==> src/hw/rtl/srsd_pkg.sv <==
// Package: shared types, constants and opcodes of the store reload spill detector.
package srsd_pkg;

  localparam int unsigned TableEntries = 64;
  localparam int unsigned SlotIdxW     = $clog2(TableEntries);
  localparam int unsigned CfgAddrW     = 5;
  localparam int unsigned QueueDepth   = 2;
  localparam int unsigned QueuePtrW    = $clog2(QueueDepth);

  localparam logic [63:0] SpillWindowReset = 64'd1000000;

  typedef enum logic [2:0] {
    OpInstr = 3'd0,
    OpStore = 3'd1,
    OpLoad  = 3'd2,
    OpEnter = 3'd3,
    OpExit  = 3'd4,
    OpClear = 3'd5
  } op_e;

  typedef enum logic [1:0] {
    RegSpillWindow = 2'd0,
    RegStackCheck  = 2'd1,
    RegStackLow    = 2'd2,
    RegStackHigh   = 2'd3
  } reg_idx_e;

  typedef struct packed {
    logic [2:0]  operation;
    logic [63:0] mem_address;
    logic [63:0] instr_pc;
    logic [63:0] now_tick;
    logic [7:0]  access_size;
  } in_item_t;

  typedef struct packed {
    logic        spill_reload;
    logic [63:0] match_store_pc;
    logic [63:0] match_store_tick;
    logic [63:0] match_store_count;
    logic [63:0] instr_total;
    logic [63:0] region_instrs;
    logic [63:0] region_stores;
    logic [63:0] region_loads;
    logic [63:0] region_spills;
    logic [63:0] entry_instrs_snap;
    logic [63:0] entry_spills_snap;
    logic [63:0] spills_total;
  } out_item_t;

  // Classified command handed from front to back
  typedef struct packed {
    logic        is_instr;
    logic        is_store;
    logic        is_load;
    logic        is_enter;
    logic        is_exit;
    logic        is_clear;
    logic [63:0] mem_address;
    logic [63:0] instr_pc;
    logic [63:0] now_tick;
    logic [7:0]  access_size;
  } cmd_t;

  typedef struct packed {
    logic [63:0] spill_window;
    logic        stack_check;
    logic [63:0] stack_low;
    logic [63:0] stack_high;
  } cfg_t;

endpackage

==> src/hw/rtl/srsd_front.sv <==
// Front end: classify input beats and queue them for the back end.
module srsd_front import srsd_pkg::*; (
  input  logic     clk_i,
  input  logic     rst_ni,
  input  logic     push_i,
  output logic     full_o,
  input  in_item_t in_item_i,
  output logic     cmd_valid_o,
  output cmd_t     cmd_o,
  input  logic     cmd_take_i
);

  cmd_t                 q_mem [QueueDepth];
  logic [QueuePtrW-1:0] wr_ptr_q, rd_ptr_q;
  logic [QueuePtrW:0]   cnt_q;
  cmd_t                 cls;
  logic                 do_push, do_pop;

  // Decode the opcode into command flags; at most one flag is set
  always_comb begin
    cls = '0;
    cls.mem_address = in_item_i.mem_address;
    cls.instr_pc    = in_item_i.instr_pc;
    cls.now_tick    = in_item_i.now_tick;
    cls.access_size = in_item_i.access_size;
    unique case (in_item_i.operation)
      OpInstr: cls.is_instr = 1'b1;
      OpStore: cls.is_store = 1'b1;
      OpLoad:  cls.is_load  = 1'b1;
      OpEnter: cls.is_enter = 1'b1;
      OpExit:  cls.is_exit  = 1'b1;
      OpClear: cls.is_clear = 1'b1;
      default: ;
    endcase
  end

  assign full_o      = (cnt_q == (QueuePtrW+1)'(QueueDepth));
  assign cmd_valid_o = (cnt_q != '0);
  assign cmd_o       = q_mem[rd_ptr_q];
  assign do_push     = push_i && !full_o;
  assign do_pop      = cmd_take_i && cmd_valid_o;

  // Store the classified beat
  always_ff @(posedge clk_i) begin
    if (do_push) q_mem[wr_ptr_q] <= cls;
  end

  // Advance pointers
  always_ff @(posedge clk_i or negedge rst_ni) begin
    if (!rst_ni) begin
      wr_ptr_q <= '0;
      rd_ptr_q <= '0;
      cnt_q    <= '0;
    end else begin
      if (do_push) wr_ptr_q <= wr_ptr_q + 1'b1;
      if (do_pop)  rd_ptr_q <= rd_ptr_q + 1'b1;
      cnt_q <= cnt_q + (QueuePtrW+1)'(do_push) - (QueuePtrW+1)'(do_pop);
    end
  end

endmodule

==> config.mk <==
export PLATFORM = sky130hd
export DESIGN_NAME = srsd_front
export DESIGN_NICKNAME = d
export VERILOG_FILES = /design/src/hw/rtl/srsd_pkg.sv /design/src/hw/rtl/srsd_front.sv
export SDC_FILE = /design/constraint.sdc
export NUM_CORES = 1
export LEC_CHECK = 0
export BUFFER_PORTS_ARGS = -buffer_cell sky130_fd_sc_hd__buf_2
export CORE_MARGIN = 10
export CORE_UTILIZATION = 59
export CTS_BUF_LIST = sky130_fd_sc_hd__clkbuf_8
export CTS_CLUSTER_SIZE = 28
export DETAILED_ROUTE_END_ITERATION = 12
export PLACE_DENSITY = 0.95
export SLEW_MARGIN = 20
export SYNTH_ARGS = -nofsm -noshare
export SYNTH_HDL_FRONTEND = slang
export SYNTH_SLANG_ARGS = --single-unit
==> constraint.sdc <==
create_clock -name clk_i -period 18.1 [get_ports clk_i]
set_input_delay 3.62 -clock clk_i [delete_from_list [all_inputs] [get_ports clk_i]]
set_output_delay 3.62 -clock clk_i [all_outputs]
set_load 0.02 [all_outputs]
### Yosys cells after proc, flatten, opt, wreduce, memory -nomap -nowiden

Memories as Yosys holds them, arrays and structs flattened.
Index checks and enable logic that the tools add are counted.

* output and inout bits: 208
* memories kept: 1
* memory bits (writable): 412
* bits in registers: 4
* input bits: 207

* equality and inequality tests: 6
* reductions and logical operators: 5
* add/sub/neg operators: 4
* muxes and demuxes: 8

Memory list
* q_mem: words 2, bits a word 206, rd ports 1, clocked after memory_dff 0, wr ports 1, RTL line srsd_front.sv:13 `cmd_t q_mem [QueueDepth];`

Operators with widths (count)
* $mux 1: 8
* $eq 3x2->1 const B: 2
* $eq 3x3->1 const B: 2
* $eq 3x1->1 const B: 1
* $logic_not 3->1: 1
* $add 1x1->1 const B: 2
* $add 2x1->2: 1
* $eq 2x2->1 const B: 1
* $logic_and 1x1->1: 2
* $reduce_bool 2->1: 1
* $sub 2x1->2: 1
* $logic_not 1->1: 1

### Longest topological paths before layout

* word-level depth: 5
* mapped depth: 7
* depth with buffers taken out: 7

### Worst setup path before layout

Ideal clock, no wire load.

* path kind: input to register
* from: in push_i
* to: mem q_mem[0][0] in the netlist's numbering, enable pin
* stages on the path: 2
* path buffers: 0
* setup time: 775 ps
* data arrival time: 12253 ps
* data required time: 17325 ps
* slack: 5071 ps
* cell sequence: nand2_1 -> nor2_1

* cells in the longest elaborated chain, start to end: 3

Ends and longest elaborated chain
* start, declared: RTL line srsd_front.sv:5 `input logic push_i,`
* $logic_and 1x1->1: RTL line srsd_front.sv:40 `assign do_push = push_i && !full_o;`
* $mux 1: RTL line srsd_front.sv:45 `if (do_push) q_mem[wr_ptr_q] <= cls;`
* $mux 1 (not written as such): RTL line srsd_front.sv:45
* end, declared: RTL line srsd_front.sv:13

No other way between the ends.

==> impl_metrics.json <==
{
  "status": "finished clean",
  "rows": 59,
  "p_clk_share_pct": 22.4,
  "synth-main-ff-cell": "edfxtp_1",
  "ys_seq_area_share_pct": 79.74,
  "netlist_area_sq_um": 15640,
  "cts_max_level": 3,
  "cpMostUsedCell": "buf_4",
  "wl_per_cell_um": 25.18,
  "synth_top_area_share_pct": 79.10,
  "cap_violations": 0,
  "area_growth_pct": 22.99,
  "yosysMostFrequentCell": "edfxtp_1",
  "async_reset_ff_share_pct": 0.9615,
  "crit_chain": "buf_4, buf_4, mux2_2, buf_2",
  "layout.cells.non_filler": 1518,
  "initial_utilization_pct": 60.02,
  "drc": 0,
  "cts.clk_slew.worst_paths_ps": 60,
  "cts_tree": "done",
  "postSynthAreaPerCell_sq_um": 23.52,
  "cts_setup_buffers": 0,
  "drive_gt1_share_pct": 61.13,
  "gr-total-overflow": 0,
  "cts-root-buf": "clkbuf_8",
  "io_pins": 415,
  "synth_edf_count": 412,
  "p_leak_nw": 7.657,
  "worstSetupEndpointType": "output port",
  "grt_pass1_wl_um": 54770,
  "place_hpwl_um": 26830,
  "grt_max_degree": 86,
  "synth_top_cell_by_area": "edfxtp_1",
  "numClockSinks": 416,
  "clock_path_buffers": 3,
  "synth-adder-area-share_pct": 0.1600,
  "worst_path_max_delay_cell": "dfrtp_4",
  "synth_common_cells": "edfxtp_1, mux2_4, mux2_2",
  "p_total_w": 0.003308,
  "worstSkewPairLatency_ps": 560,
  "drt_iter0_drc": 544,
  "place_congestion": 0.7935,
  "drv_slew": 0,
  "fin_nets": 1341,
  "vias": 8221,
  "drt_first_pass_iters": 5,
  "p_switching_w": 0.001115,
  "cp-start-kind": "flop",
  "cts_hold_buf": 0,
  "synth_xor_area_share_pct": 0.2240,
  "hold_viol": 0,
  "cp_max_fo": 63,
  "ys_ff_latch": 416,
  "grt_pass1_vias": 8901,
  "setup_slack_ps": 10710,
  "hold_path_class": "flop to flop",
  "synth_nets": 874,
  "finalCriticalPeriod_ps": 7394,
  "ir_drop_mv": 0.1599,
  "setup_viol": 0,
  "crit_arrival_ps": 3770,
  "routed_via_density": 5.416,
  "finalWirelength_um": 38220,
  "p_seq_share_pct": 42.6,
  "place_ws_ps": 11290,
  "syn_inst": 665,
  "max_slew_margin_pct": 29.13,
  "cts_buffers": 66,
  "p_comb_share_pct": 35.1,
  "synth_cell_types": 19,
  "synthTopCellsByArea": "edfxtp_1, mux2_4, mux2_2, buf_6, dfrtp_1",
  "grt_use_total_pct": 21.78,
  "antenna_left": 0,
  "cpPeakStageDelay_ps": 920,
  "portBuffers": 414,
  "finClkSkew_ps": 31.14,
  "synth_mux_area_share_pct": 17.95,
  "yosysWarnings": 0,
  "intPower_w": 0.002194,
  "fill_cells": 1429,
  "worst_pin_slew_ps": 1063,
  "worst_ep_required_time_ps": 14480,
  "antenna_found_initial": 15,
  "fmax_ghz": 0.1352,
  "fin_crit_sh_pct": 40.85,
  "dp_cells": 1399,
  "netSwitchingFraction_pct": 33.70,
  "dieArea_sq_um": 33420,
  "finalSetupTns_ps": 0,
  "rrSetupSlack_ps": 15010,
  "rsz0062_at_grt": "false",
  "cts_resized": 0,
  "synthSimpleGateAreaFrac_pct": 0.4960,
  "synth_top_family_by_area": "multiplexers",
  "path_class": "flop to output port",
  "die_w_um": 182.8,
  "core_sq_um": 26060,
  "synth-compound-area-share_pct": 0,
  "power_density_nw_per_um2": 172.0,
  "die_y_um": 182.8
}
## final timing paths
| check | start | end | cells past startpoint |
|---|---|---|---|
| setup / recovery | rd_ptr_q$_DFFE_PN0P_ | cmd_o[203] | 4 |
| hold / removal | cnt_q[1]$_DFF_PN0_ | cnt_q[1]$_DFF_PN0_ | 1 |
| setup reg to reg | cnt_q[1]$_DFF_PN0_ | q_mem[0][131]$_DFFE_PP_ | 5 |
| hold reg to reg | cnt_q[1]$_DFF_PN0_ | cnt_q[1]$_DFF_PN0_ | 1 |
| max in group asynchronous | rst_ni | rd_ptr_q$_DFFE_PN0P_ | 1 |
| min in group asynchronous | rst_ni | cnt_q[1]$_DFF_PN0_ | 1 |
## power groups by stage
stage                     Combinational, W  Sequential, W  Clock [W]
after floorplan                   0.000856        0.00144          0
after global placement             0.00114        0.00141          0
after detailed placement           0.00117        0.00142          0
after CTS                          0.00117        0.00141   0.000758
after global routing               0.00122        0.00142   0.000801
final                              0.00116        0.00141   0.000740
## metrics by stage
step,area (sq um),utilization (%),hold WS (ps)
after global routing,19230,73.80,514.1
after CTS,19210,73.71,498.4
after floorplan,15640,-,460.4
final,19240,73.82,493.0
after detailed placement,17990,69.05,487.2
after global placement,17990,69.05,483.8
## critical path, delay by kind of cell, from the launching register on
kind | cells | cell delay (ps)
buf+inv | 3 | 1780
mux | 1 | 450
flops | 1 | 920
## metal layers
metal / track usage, % / part of all wire (%)
met1: 23.74 / 34
met2: 37.25 / 52
met3: 9.862 / 12
met4: 7.198 / 2.2
met5: 0 / 0.15
## final cells by class
type                            count  area (sq um)  area share (%)
Clock buffer                       69         949.7           4.937
Tap cell                          335         419.2           2.179
Clock inverter                     40         265.3           1.379
Timing Repair Buffer              422          2136           11.10
Inverter                            2         7.507         0.03903
Antenna cell                       10         25.02          0.1301
Multi-Input combinational cell    224          2958           15.38
Sequential cell                   416         12480           64.86
## cell families (layout without fill, tap and decap cells)
group	count (synthesis)	count (layout)
xor gates and xnor gates	4	4
adders and majority gates	2	2
buffers and inverters	25	533
DFF	416	416
muxes	206	206
other	0	10
and+or+nand+nor	12	12
## cell usage in the layout, fill, tap and decap left out, drive strengths merged
cell	count
buf	422
clkinv	18
ha	2
xnor2	3
edfxtp	412
nand2	1
or2	1
and2	1
clkinvlp	2
inv	19
xor2	1
mux2	206
clkbuf	69
nor2	1
diode	10
nand2b	1
nor3	1
and3	1
bufinv	3
nor3b	3
and3b	2
dfrtp	4
## registers in the layout (all words and copies together) (netlist names)
name and count:
cnt_q 2, q_mem 412, wr_ptr_q 1, rd_ptr_q 1
Note: power is estimated with default switching activity, not from simulation.
