==> config.mk <==
export PLATFORM = sky130hd
export DESIGN_NAME = srsd_cfg
export DESIGN_NICKNAME = d
export VERILOG_FILES = /design/src/hw/rtl/srsd_pkg.sv /design/src/hw/rtl/srsd_cfg.sv
export SDC_FILE = /design/constraint.sdc
export NUM_CORES = 1
export LEC_CHECK = 0
export ABC_CLOCK_PERIOD_IN_PS = 2300
export BUFFER_PORTS_ARGS = -buffer_cell sky130_fd_sc_hd__buf_2
export CAP_MARGIN = 5
export CORE_MARGIN = 2
export CORE_UTILIZATION = 51
export CTS_BUF_LIST = sky130_fd_sc_hd__clkbuf_16
export DETAILED_ROUTE_END_ITERATION = 6
export GPL_TIMING_DRIVEN = 0
export HOLD_SLACK_MARGIN = 0.05
export MAX_ROUTING_LAYER = met4
export PLACE_DENSITY_LB_ADDON = 0.05
export SLEW_MARGIN = 20
export SYNTH_ARGS = -nofsm -noshare
export SYNTH_HDL_FRONTEND = slang
export SYNTH_SLANG_ARGS = --single-unit
==> constraint.sdc <==
create_clock -name clk_i -period 2.3 [get_ports clk_i]
set_clock_uncertainty 0.2 [all_clocks]
set_input_delay 0.23 -clock clk_i [delete_from_list [all_inputs] [get_ports clk_i]]
set_output_delay 0.23 -clock clk_i [all_outputs]
set_load 0.005 [all_outputs]
==> src/hw/rtl/srsd_pkg.sv <==
// Package: shared types, constants and opcodes of the store reload spill detector.
package srsd_pkg;

  localparam int unsigned TableEntries = 64;
  localparam int unsigned SlotIdxW     = $clog2(TableEntries);
  localparam int unsigned CfgAddrW     = 5;
  localparam int unsigned QueueDepth   = 2;
  localparam int unsigned QueuePtrW    = $clog2(QueueDepth);

  localparam logic [63:0] SpillWindowReset = 64'd1000000;

  typedef enum logic [2:0] {
    OpInstr = 3'd0,
    OpStore = 3'd1,
    OpLoad  = 3'd2,
    OpEnter = 3'd3,
    OpExit  = 3'd4,
    OpClear = 3'd5
  } op_e;

  typedef enum logic [1:0] {
    RegSpillWindow = 2'd0,
    RegStackCheck  = 2'd1,
    RegStackLow    = 2'd2,
    RegStackHigh   = 2'd3
  } reg_idx_e;

  typedef struct packed {
    logic [2:0]  operation;
    logic [63:0] mem_address;
    logic [63:0] instr_pc;
    logic [63:0] now_tick;
    logic [7:0]  access_size;
  } in_item_t;

  typedef struct packed {
    logic        spill_reload;
    logic [63:0] match_store_pc;
    logic [63:0] match_store_tick;
    logic [63:0] match_store_count;
    logic [63:0] instr_total;
    logic [63:0] region_instrs;
    logic [63:0] region_stores;
    logic [63:0] region_loads;
    logic [63:0] region_spills;
    logic [63:0] entry_instrs_snap;
    logic [63:0] entry_spills_snap;
    logic [63:0] spills_total;
  } out_item_t;

  // Classified command handed from front to back
  typedef struct packed {
    logic        is_instr;
    logic        is_store;
    logic        is_load;
    logic        is_enter;
    logic        is_exit;
    logic        is_clear;
    logic [63:0] mem_address;
    logic [63:0] instr_pc;
    logic [63:0] now_tick;
    logic [7:0]  access_size;
  } cmd_t;

  typedef struct packed {
    logic [63:0] spill_window;
    logic        stack_check;
    logic [63:0] stack_low;
    logic [63:0] stack_high;
  } cfg_t;

endpackage

==> src/hw/rtl/srsd_cfg.sv <==
// Configuration registers behind an APB-style port.
module srsd_cfg import srsd_pkg::*; (
  input  logic                clk_i,
  input  logic                rst_ni,
  input  logic                psel,
  input  logic                penable,
  input  logic                pwrite,
  input  logic [CfgAddrW-1:0] paddr,
  input  logic [63:0]         pwdata,
  output logic [63:0]         prdata,
  output logic                pready,
  output cfg_t                cfg_o
);

  cfg_t     cfg_q;
  reg_idx_e idx;
  logic     in_range;

  assign pready   = 1'b1;
  assign idx      = reg_idx_e'(paddr[4:3]);
  assign in_range = (paddr[2:0] == 3'd0);

  // Write on the access beat
  always_ff @(posedge clk_i or negedge rst_ni) begin
    if (!rst_ni) begin
      cfg_q.spill_window <= SpillWindowReset;
      cfg_q.stack_check  <= 1'b0;
      cfg_q.stack_low    <= '0;
      cfg_q.stack_high   <= '0;
    end else if (psel && penable && pwrite && in_range) begin
      unique case (idx)
        RegSpillWindow: cfg_q.spill_window <= pwdata;
        RegStackCheck:  cfg_q.stack_check  <= pwdata[0];
        RegStackLow:    cfg_q.stack_low    <= pwdata;
        RegStackHigh:   cfg_q.stack_high   <= pwdata;
        default: ;
      endcase
    end
  end

  // Read mux
  always_comb begin
    prdata = '0;
    if (in_range) begin
      unique case (idx)
        RegSpillWindow: prdata = cfg_q.spill_window;
        RegStackCheck:  prdata = {63'd0, cfg_q.stack_check};
        RegStackLow:    prdata = cfg_q.stack_low;
        RegStackHigh:   prdata = cfg_q.stack_high;
        default: ;
      endcase
    end
  end

  assign cfg_o = cfg_q;

endmodule

[After elaboration in Yosys (flattened, before gate mapping)]
Index checks and enable logic that the tools add are counted.
Word-level totals
  bits in registers: 193
  input port bits: 74
  output and inout port bits: 258
  logic and storage cells: 18
Cells by class
  eq/ne operators: 3
  muxes and demuxes: 2
  reductions and logical operators: 9
Operator list (count)
  one-hot mux 64 bit (4 select lines): 1
  two-way mux 64 bit: 1
  AND reduction 2 bit: 4
  equality test 2 bit (second input constant): 2
  logical AND 1 bit: 3
  logical NOT 3 bit: 1
  equality test 2 x 1 -> 1 bit (second input constant): 1
  logical NOT 2 bit: 1

[Longest topological paths before layout]
Gate-level depths: netlist of the first run.
  word-level depth: 4
  gate-level depth with buffers: 6
  depth with buffers taken out: 3

[Worst setup path after synthesis of the first run]
No wires, ideal clock.
  path kind: input-to-reg
  from: input paddr[1]
  to: register cfg_q (netlist bit cfg_o[129])
  setup time: 125 ps
  data arrival time: 1813 ps
  required time: 1975 ps
  path slack: 162 ps
  stages on the path: 5
  buffers on the path: 2
  path through: or3_4 buf_6 nor4_4 buf_6 mux2_2
On the way
  word-level cells in the longest chain between the ends: 3
RTL lines
  start: declaration: line srsd_cfg.sv:8  | input logic [CfgAddrW-1:0] paddr,
  logical NOT 3 bit: line srsd_cfg.sv:21  | assign in_range = (paddr[2:0] == 3'd0);
  logical AND 1 bit: line srsd_cfg.sv:30  | end else if (psel && penable && pwrite && in_range) begin
  AND reduction 2 bit (no line)
  end: declaration: line srsd_cfg.sv:15  | cfg_t cfg_q;
Every way passes these cells.
A chain may end at the register's enable or synchronous reset.

[Worst setup path in the final report of the first run]
  from: input paddr[1]
  to: output prdata[23]
On the way
  word-level cells in the longest chain between the ends: 2
RTL lines
  logical NOT 3 bit: line srsd_cfg.sv:21
  two-way mux 64 bit: line srsd_cfg.sv:44  | if (in_range) begin
  end: declaration: line srsd_cfg.sv:10  | output logic [63:0] prdata,
Every way passes these cells.

==> reports/results.tsv, run 1 <==
stage	metric	value	unit
run_status	status	finished with violations	
run_status	violations	design-rule violations	
routing	wl_per_cell	20.1	um
place	place_congestion	0.798	
synth	synthMuxAreaShare	0.355	
hold_path	min_from	paddr[4]	
global_routing	overflow	0	
power_and_ir_drop	power.density	638	mW/mm2
synth	syn-num-nets	710	
sta	min_period	2.26	ns
setup_path	start_kind	input port	
finish	area_growth	34.4	%
hold_path	hold_class	in2reg	
die	rows	49	
setup_path	cp-startpoint	paddr[1]	
clock_network	cts.sink_count	193	
power_and_ir_drop	peakVddDrop	0.527	mV
setup_path	arrival	1.83	ns
place	port_buffers	330	
synth	synthArstFlopShare	1.00	
die	core_area	0.0181	mm2
synth	synth_fa_ha_area_frac	0	
sta	drv_slew	0	
global_routing	track_usage	0.273	
global_routing	grt.met3_usage	0.0605	
routing	wl	26000	um
clock_network	cts_tree	done	
finish	postLayoutCellArea	0.0127	mm2
synth	syn_area_per_cell	14.8	um2
routing	ant_nets	0	
global_routing	grt_pass1_vias	7105	
sta	worstMarginPinSlew	1.01	ns
global_routing	grt_first_pass_wirelength	40500	um
synth	yosys-top-cells-area	dfrtp_1 49%, mux2_4 19%, mux2_2 16%, a22oi_1 5.0%, buf_12 2.5%	
global_routing	antenna_found_initial	2	
clock_network	insertion_delay	0.43	ns
routing	routed-via-count	6900	
synth	syn_inst	636	
synth	synth_top_family_by_area	multiplexers	
clock_network	cts_root_buf	clkbuf_16	
sta	grt_setup_unrepaired	true	
setup_path	crit_required	1.87	ns
power_and_ir_drop	finalPower	8.10	mW
synth	synth_ff_type	dfrtp_1	
flow_run	cap_viol_max_count	0	
global_routing	grt_max_degree	99	
synth	synth_seq_cells	193	
synth	synth-edff-count	0	
synth	yosysMostFrequentCell	dfrtp_1	
finish	final_nets	1125	
clock_network	post_cts_buffers	0	
place	dpl_cell_area	0.0114	mm2
synth	synthSimpleGateAreaFrac	0.0331	
synth	synth_xor_area_frac	0	
setup_path	r2r_start	cfg_o[72]$_DFFE_PN0P_	
sta	finalHoldViolations	0	
synth	synth-compound-area-share	0.0501	
setup_path	path_class	in2out	
synth	synth_top_area_cell	dfrtp_1	
finish	fillCellCount	1348	
place	place_hpwl	18100	um
die	fp.dieArea	0.0196	mm2
finish	largest_reg_flops	193	
synth	netlist_area	0.00944	mm2
global_routing	grtUsageMet1	0.353	
sta	finalSetupViolations	0	
die	io-pin-count	332	
die	start_util	0.522	
clock_network	clk_path_buf_depth	2	
sta	tns	0	ns
power_and_ir_drop	leakagePower	7.11	nW
sta	slew_headroom	0.325	
clock_network	numCtsBuffers	17	
routing	firstDrtPassIters	7	
synth	ys_seq_area_frac	0.512	
synth	ys_types	19	
synth	yosys_warnings	0	
synth	synth_top_area_share	0.493	
global_routing	grt_use_met2	0.433	
place	pre_cts_ws	-0.623	ns
clock_network	clk_pin_slew_worst_paths	0.07	ns
finish	layout-drive-gt1-share	0.632	
setup_path	crit_fanout	10	
sta	fmax	443	MHz
setup_path	end_kind	primary output	
routing	drc	22	
synth	yosys-top-cells-count	186 x dfrtp_1, 136 x mux2_2, 120 x mux2_4	
global_routing	busiest_layer	met2	
routing	viasPerCell	5.33	
routing	drt-initial-drc-count	305	
clock_network	h-tree-depth	4	
die	die_y	140	um
sta	timing.final.crit_share	0.981	
sta	setup_ws	0.0448	ns
finish	post-route-util	0.702	
die	die_x	140	um
==> power by group <==
| part | switching, mW | internal (mW) | total [mW] |
|---|---|---|---|
| clock | 1.31 | 1.59 | 2.90 |
| sequential | 0.226 | 3.68 | 3.91 |
| combinational | 0.531 | 0.762 | 1.29 |
==> cell type report <==
cell class | count | area, um2 | area share
timing repair buffer | 396 | 2340 | 0.184
multi-input combinational | 392 | 4150 | 0.327
buffer | 49 | 492 | 0.0387
tap | 229 | 287 | 0.0226
inverter | 2 | 7.51 | 0.000592
clock inverter | 14 | 143 | 0.0112
sequential | 193 | 4840 | 0.381
antenna | 2 | 5.00 | 0.000394
clock buffer | 17 | 425 | 0.0335
==> through the flow <==
step,hold WS (ns),std cells
floorplan,-0.266,636
global placement,0.290,1195
detailed placement,0.110,1196
CTS,0.0757,1292
global route,0.116,1294
finish,0.0958,1294
==> layer usage <==
layer  share of wire  wire (um)
met1            0.44      11400
met2            0.49      12600
met3           0.056       1450
met4           0.023        594
met5               0          0
==> critical path, stage by stage <==
cell,delay (ns)
buf_2,0.10
or3_4,0.39
buf_6,0.14
clkbuf_1,0.29
buf_1,0.33
nor2_1,0.20
buf_2,0.14
==> cells by family after synthesis <==
kind of cell / Yosys count
multiplexers: 257
flip-flops: 193
AND/OR/NAND/NOR: 71
AO/OA/AOI/OAI: 63
buffers and inverters: 51
other: 1
==> repair_timing <==
action | CTS | global route
cloned | 0 | 0
hold buffers | 65 | 0
hold endpoints to repair | 281 | 0
endpoints found under the setup margin | 63 | 54
resized for setup | 19 | 21
==> worst paths after layout <==
| path | endpoint | slack, ns | depth (start not counted) |
|---|---|---|---|
| worst max-delay path | prdata[23] | 0.04 | 7 |
| worst min-delay path | cfg_o[128]$_DFFE_PN0P_ | 0.1 | 3 |
| worst max register to register | cfg_o[72]$_DFFE_PN0P_ | 1.29 | 1 |
| worst min register to register | cfg_o[101]$_DFFE_PN0P_ | 0.33 | 1 |
| max in group asynchronous | cfg_o[71]$_DFFE_PN0P_ | 0.73 | 3 |
| min in group asynchronous | cfg_o[89]$_DFFE_PN0P_ | 0.19 | 2 |
==> cells in the final DEF, fill, tap and decap left out, types with 5 or more instances in the layout <==
cell type and instances:
dfstp_2 7, mux2_2 136, clkbuf_1 5, clkbuf_16 17
buf_2 329, buf_6 9, nor2_1 63, mux2_4 120
dlygate4sd3_1 65, clkbuf_4 6, clkbuf_2 15, dfrtp_1 186
buf_12 12, a22oi_1 63
Note: power is estimated with default switching activity, not from simulation.
==> run 2: changes to the inputs <==
- ABC_CLOCK_PERIOD_IN_PS: 2300 -> 2400
- clock period: 2.3 -> 2.4 ns (I/O delays scaled with it)
==> run 2 against run 1 <==
  * The run still ends with design-rule violations left
  * Die area unchanged
  * Combinational power down 4%
  * Routed wire length about the same
  * Global-route usage about the same
  * Worst setup slack worse by 0.0030 ns
  * Clock-buffer cell count unchanged
  * Non-clock buffer count unchanged
  * Sequential share of layout area up 0.076 points
  * Register-to-register slack better by 0.10 ns
  * Hold slack better by 0.010 ns
  * Via count down 0.17%
  * Highest routed layer unchanged
==> reports/results.tsv, run 2 (synthesized netlist as in run 1, its figures left out) <==
stage	metric	value	unit	change
global_routing	antenna_found_initial	2		unchanged
run_status	status	finished with violations		
global_routing	busiest_layer	met2		
global_routing	track_usage	0.273		about the same
global_routing	grt_use_met2	0.432		-0.000778
finish	register_area	0.00484	mm2	unchanged
sta	finalSetupViolations	0		unchanged
clock_network	clk_pin_slew_worst_paths	0.07	ns	about the same
sta	drv_slew	0		unchanged
sta	fmax	424	MHz	
finish	postLayoutCellArea	0.0127	mm2	-0.20%
setup_path	max_stage_delay	0.45	ns	+0.06 ns
finish	final_common_cell	buf_2		
finish	final_nets	1125		unchanged
setup_path	crit_chain	buf_2 > clkbuf_2 > nor2_4 > buf_1 > a22oi_1 > nor2_1 > buf_2		
place	dpl_cell_area	0.0114	mm2	unchanged
setup_path	crit_required	1.96	ns	+0.09 ns
setup_path	end_kind	primary output		
die	die_y	140	um	unchanged
routing	drc	22		unchanged
clock_network	numCtsBuffers	17		unchanged
routing	wl	26000	um	about the same
global_routing	grt_first_pass_wirelength	40500	um	unchanged
power_and_ir_drop	peakVddDrop	0.504	mV	-4.3%
clock_network	h-tree-depth	4		unchanged
sta	timing.final.crit_share	0.983		
finish	final_cell_mix	331 x buf_2, 186 x dfrtp_1, 136 x mux2_2		
setup_path	cp_slowest_cell	buf_1		
routing	routed-via-count	6888		-0.17%
sta	finalHoldViolations	0		unchanged
setup_path	crit_fanout	10		unchanged
sta	slew_headroom	0.331		+0.00578
power_and_ir_drop	leakagePower	7.09	nW	-0.36%
routing	firstDrtPassIters	7		unchanged
finish	largest_reg_flops	193		unchanged
global_routing	overflow	0		unchanged
routing	drt-initial-drc-count	325		+6.6%
hold_path	hold_class	in2reg		
finish	layout-drive-gt1-share	0.625		-0.00753
finish	fillCellCount	1352		+0.30%
die	start_util	0.522		unchanged
place	place_hpwl	18100	um	unchanged
die	die_x	140	um	unchanged
setup_path	crit_family	buffers and inverters		
sta	min_period	2.36	ns	
global_routing	grt_pass1_vias	7106		+0.014%
setup_path	path_class	in2out		
clock_network	cts_root_buf	clkbuf_16		
setup_path	arrival	1.92	ns	+0.09 ns
routing	viasPerCell	5.32		-0.17%
setup_path	path_buf_inv	4		-1
die	rows	49		unchanged
finish	area_growth	34.1	%	
die	core_area	0.0181	mm2	unchanged
place	port_buffers	330		unchanged
power_and_ir_drop	finalPower	7.76	mW	-4.2%
setup_path	crit_top_cell	buf_2		
global_routing	grt.met3_usage	0.0605		unchanged
clock_network	insertion_delay	0.43	ns	about the same
die	io-pin-count	332		unchanged
run_status	violations	design-rule violations		
clock_network	cts_tree	done		
sta	grt_setup_unrepaired	true		
routing	wl_per_cell	20.1	um	about the same
clock_network	clk_path_buf_depth	2		unchanged
setup_path	start_kind	input port		
clock_network	cts.sink_count	193		unchanged
die	fp.dieArea	0.0196	mm2	unchanged
place	place_congestion	0.798		unchanged
flow_run	cap_viol_max_count	0		unchanged
routing	ant_nets	0		unchanged
sta	worstMarginPinSlew	0.997	ns	-0.00860 ns
global_routing	grtUsageMet1	0.354		+0.000453
finish	multi_input_area	0.00415	mm2	unchanged
global_routing	grt_max_degree	99		unchanged
power_and_ir_drop	power.density	613	mW/mm2	-4.0%
## run 2: final timing paths
path                                       start  slack [ns]  depth (start not counted)                endpoint
setup / recovery                        paddr[3]        0.04                          7              prdata[37]
setup reg to reg           cfg_o[72]$_DFFE_PN0P_        1.39                          1   cfg_o[72]$_DFFE_PN0P_
hold reg to reg            cfg_o[31]$_DFFE_PN0P_        0.33                          1   cfg_o[31]$_DFFE_PN0P_
hold / removal                          paddr[4]        0.11                          3  cfg_o[128]$_DFFE_PN0P_
min in group asynchronous                 rst_ni        0.19                          2   cfg_o[89]$_DFFE_PN0P_
max in group asynchronous                 rst_ni        0.84                          3   cfg_o[71]$_DFFE_PN0P_
## run 2: per-stage QoR
step           setup slack, ns  std cells  hold WS [ns]   util  TNS (ns)
3_3_place_gp             -2.36       1195         0.300  0.629   -488.15
4_1_cts                 0.0156       1292        0.0857  0.700         0
5_1_grt                -0.0971       1294         0.126  0.700    -0.998
2_1_floorplan            0.252        636        -0.256      -         0
6_report                0.0418       1294         0.106  0.700         0
3_5_place_dp            -0.543       1196         0.120  0.631    -46.33
## run 2: area by class of cell
| type | count | area share |
|---|---|---|
| antenna | 2 | 0.000395 |
| inverter | 2 | 0.000593 |
| multi-input combinational | 392 | 0.328 |
| clock buffer | 17 | 0.0336 |
| clock inverter | 14 | 0.0113 |
| sequential | 193 | 0.382 |
| tap | 229 | 0.0226 |
| timing repair buffer | 396 | 0.185 |
| buffer | 49 | 0.0369 |
## run 2: worst min-delay path: cells and delay by family
kind	cells	cell delay, ns
multiplexers	1	0.21
AND/OR/NAND/NOR	1	0.08
buffers and inverters	1	0.17
## run 2: power breakdown
part,internal (mW),switching (mW),total [mW]
combinational,0.726,0.509,1.24
clock,1.52,1.25,2.78
sequential,3.53,0.218,3.74
## run 2: routing by layer
layer  share of wire  routed length, um
met2            0.48              12600
met5               0                  0
met1            0.44              11400
met3           0.059               1530
met4           0.022                573
## run 2: timing repair
item | CTS | global route
buffers inserted | 0 | 0
pin swaps | 0 | 0
gates resized for setup | 10 | 13
hold endpoints to repair | 281 | 0
hold buffers | 65 | 0
setup endpoints to repair | 61 | 46
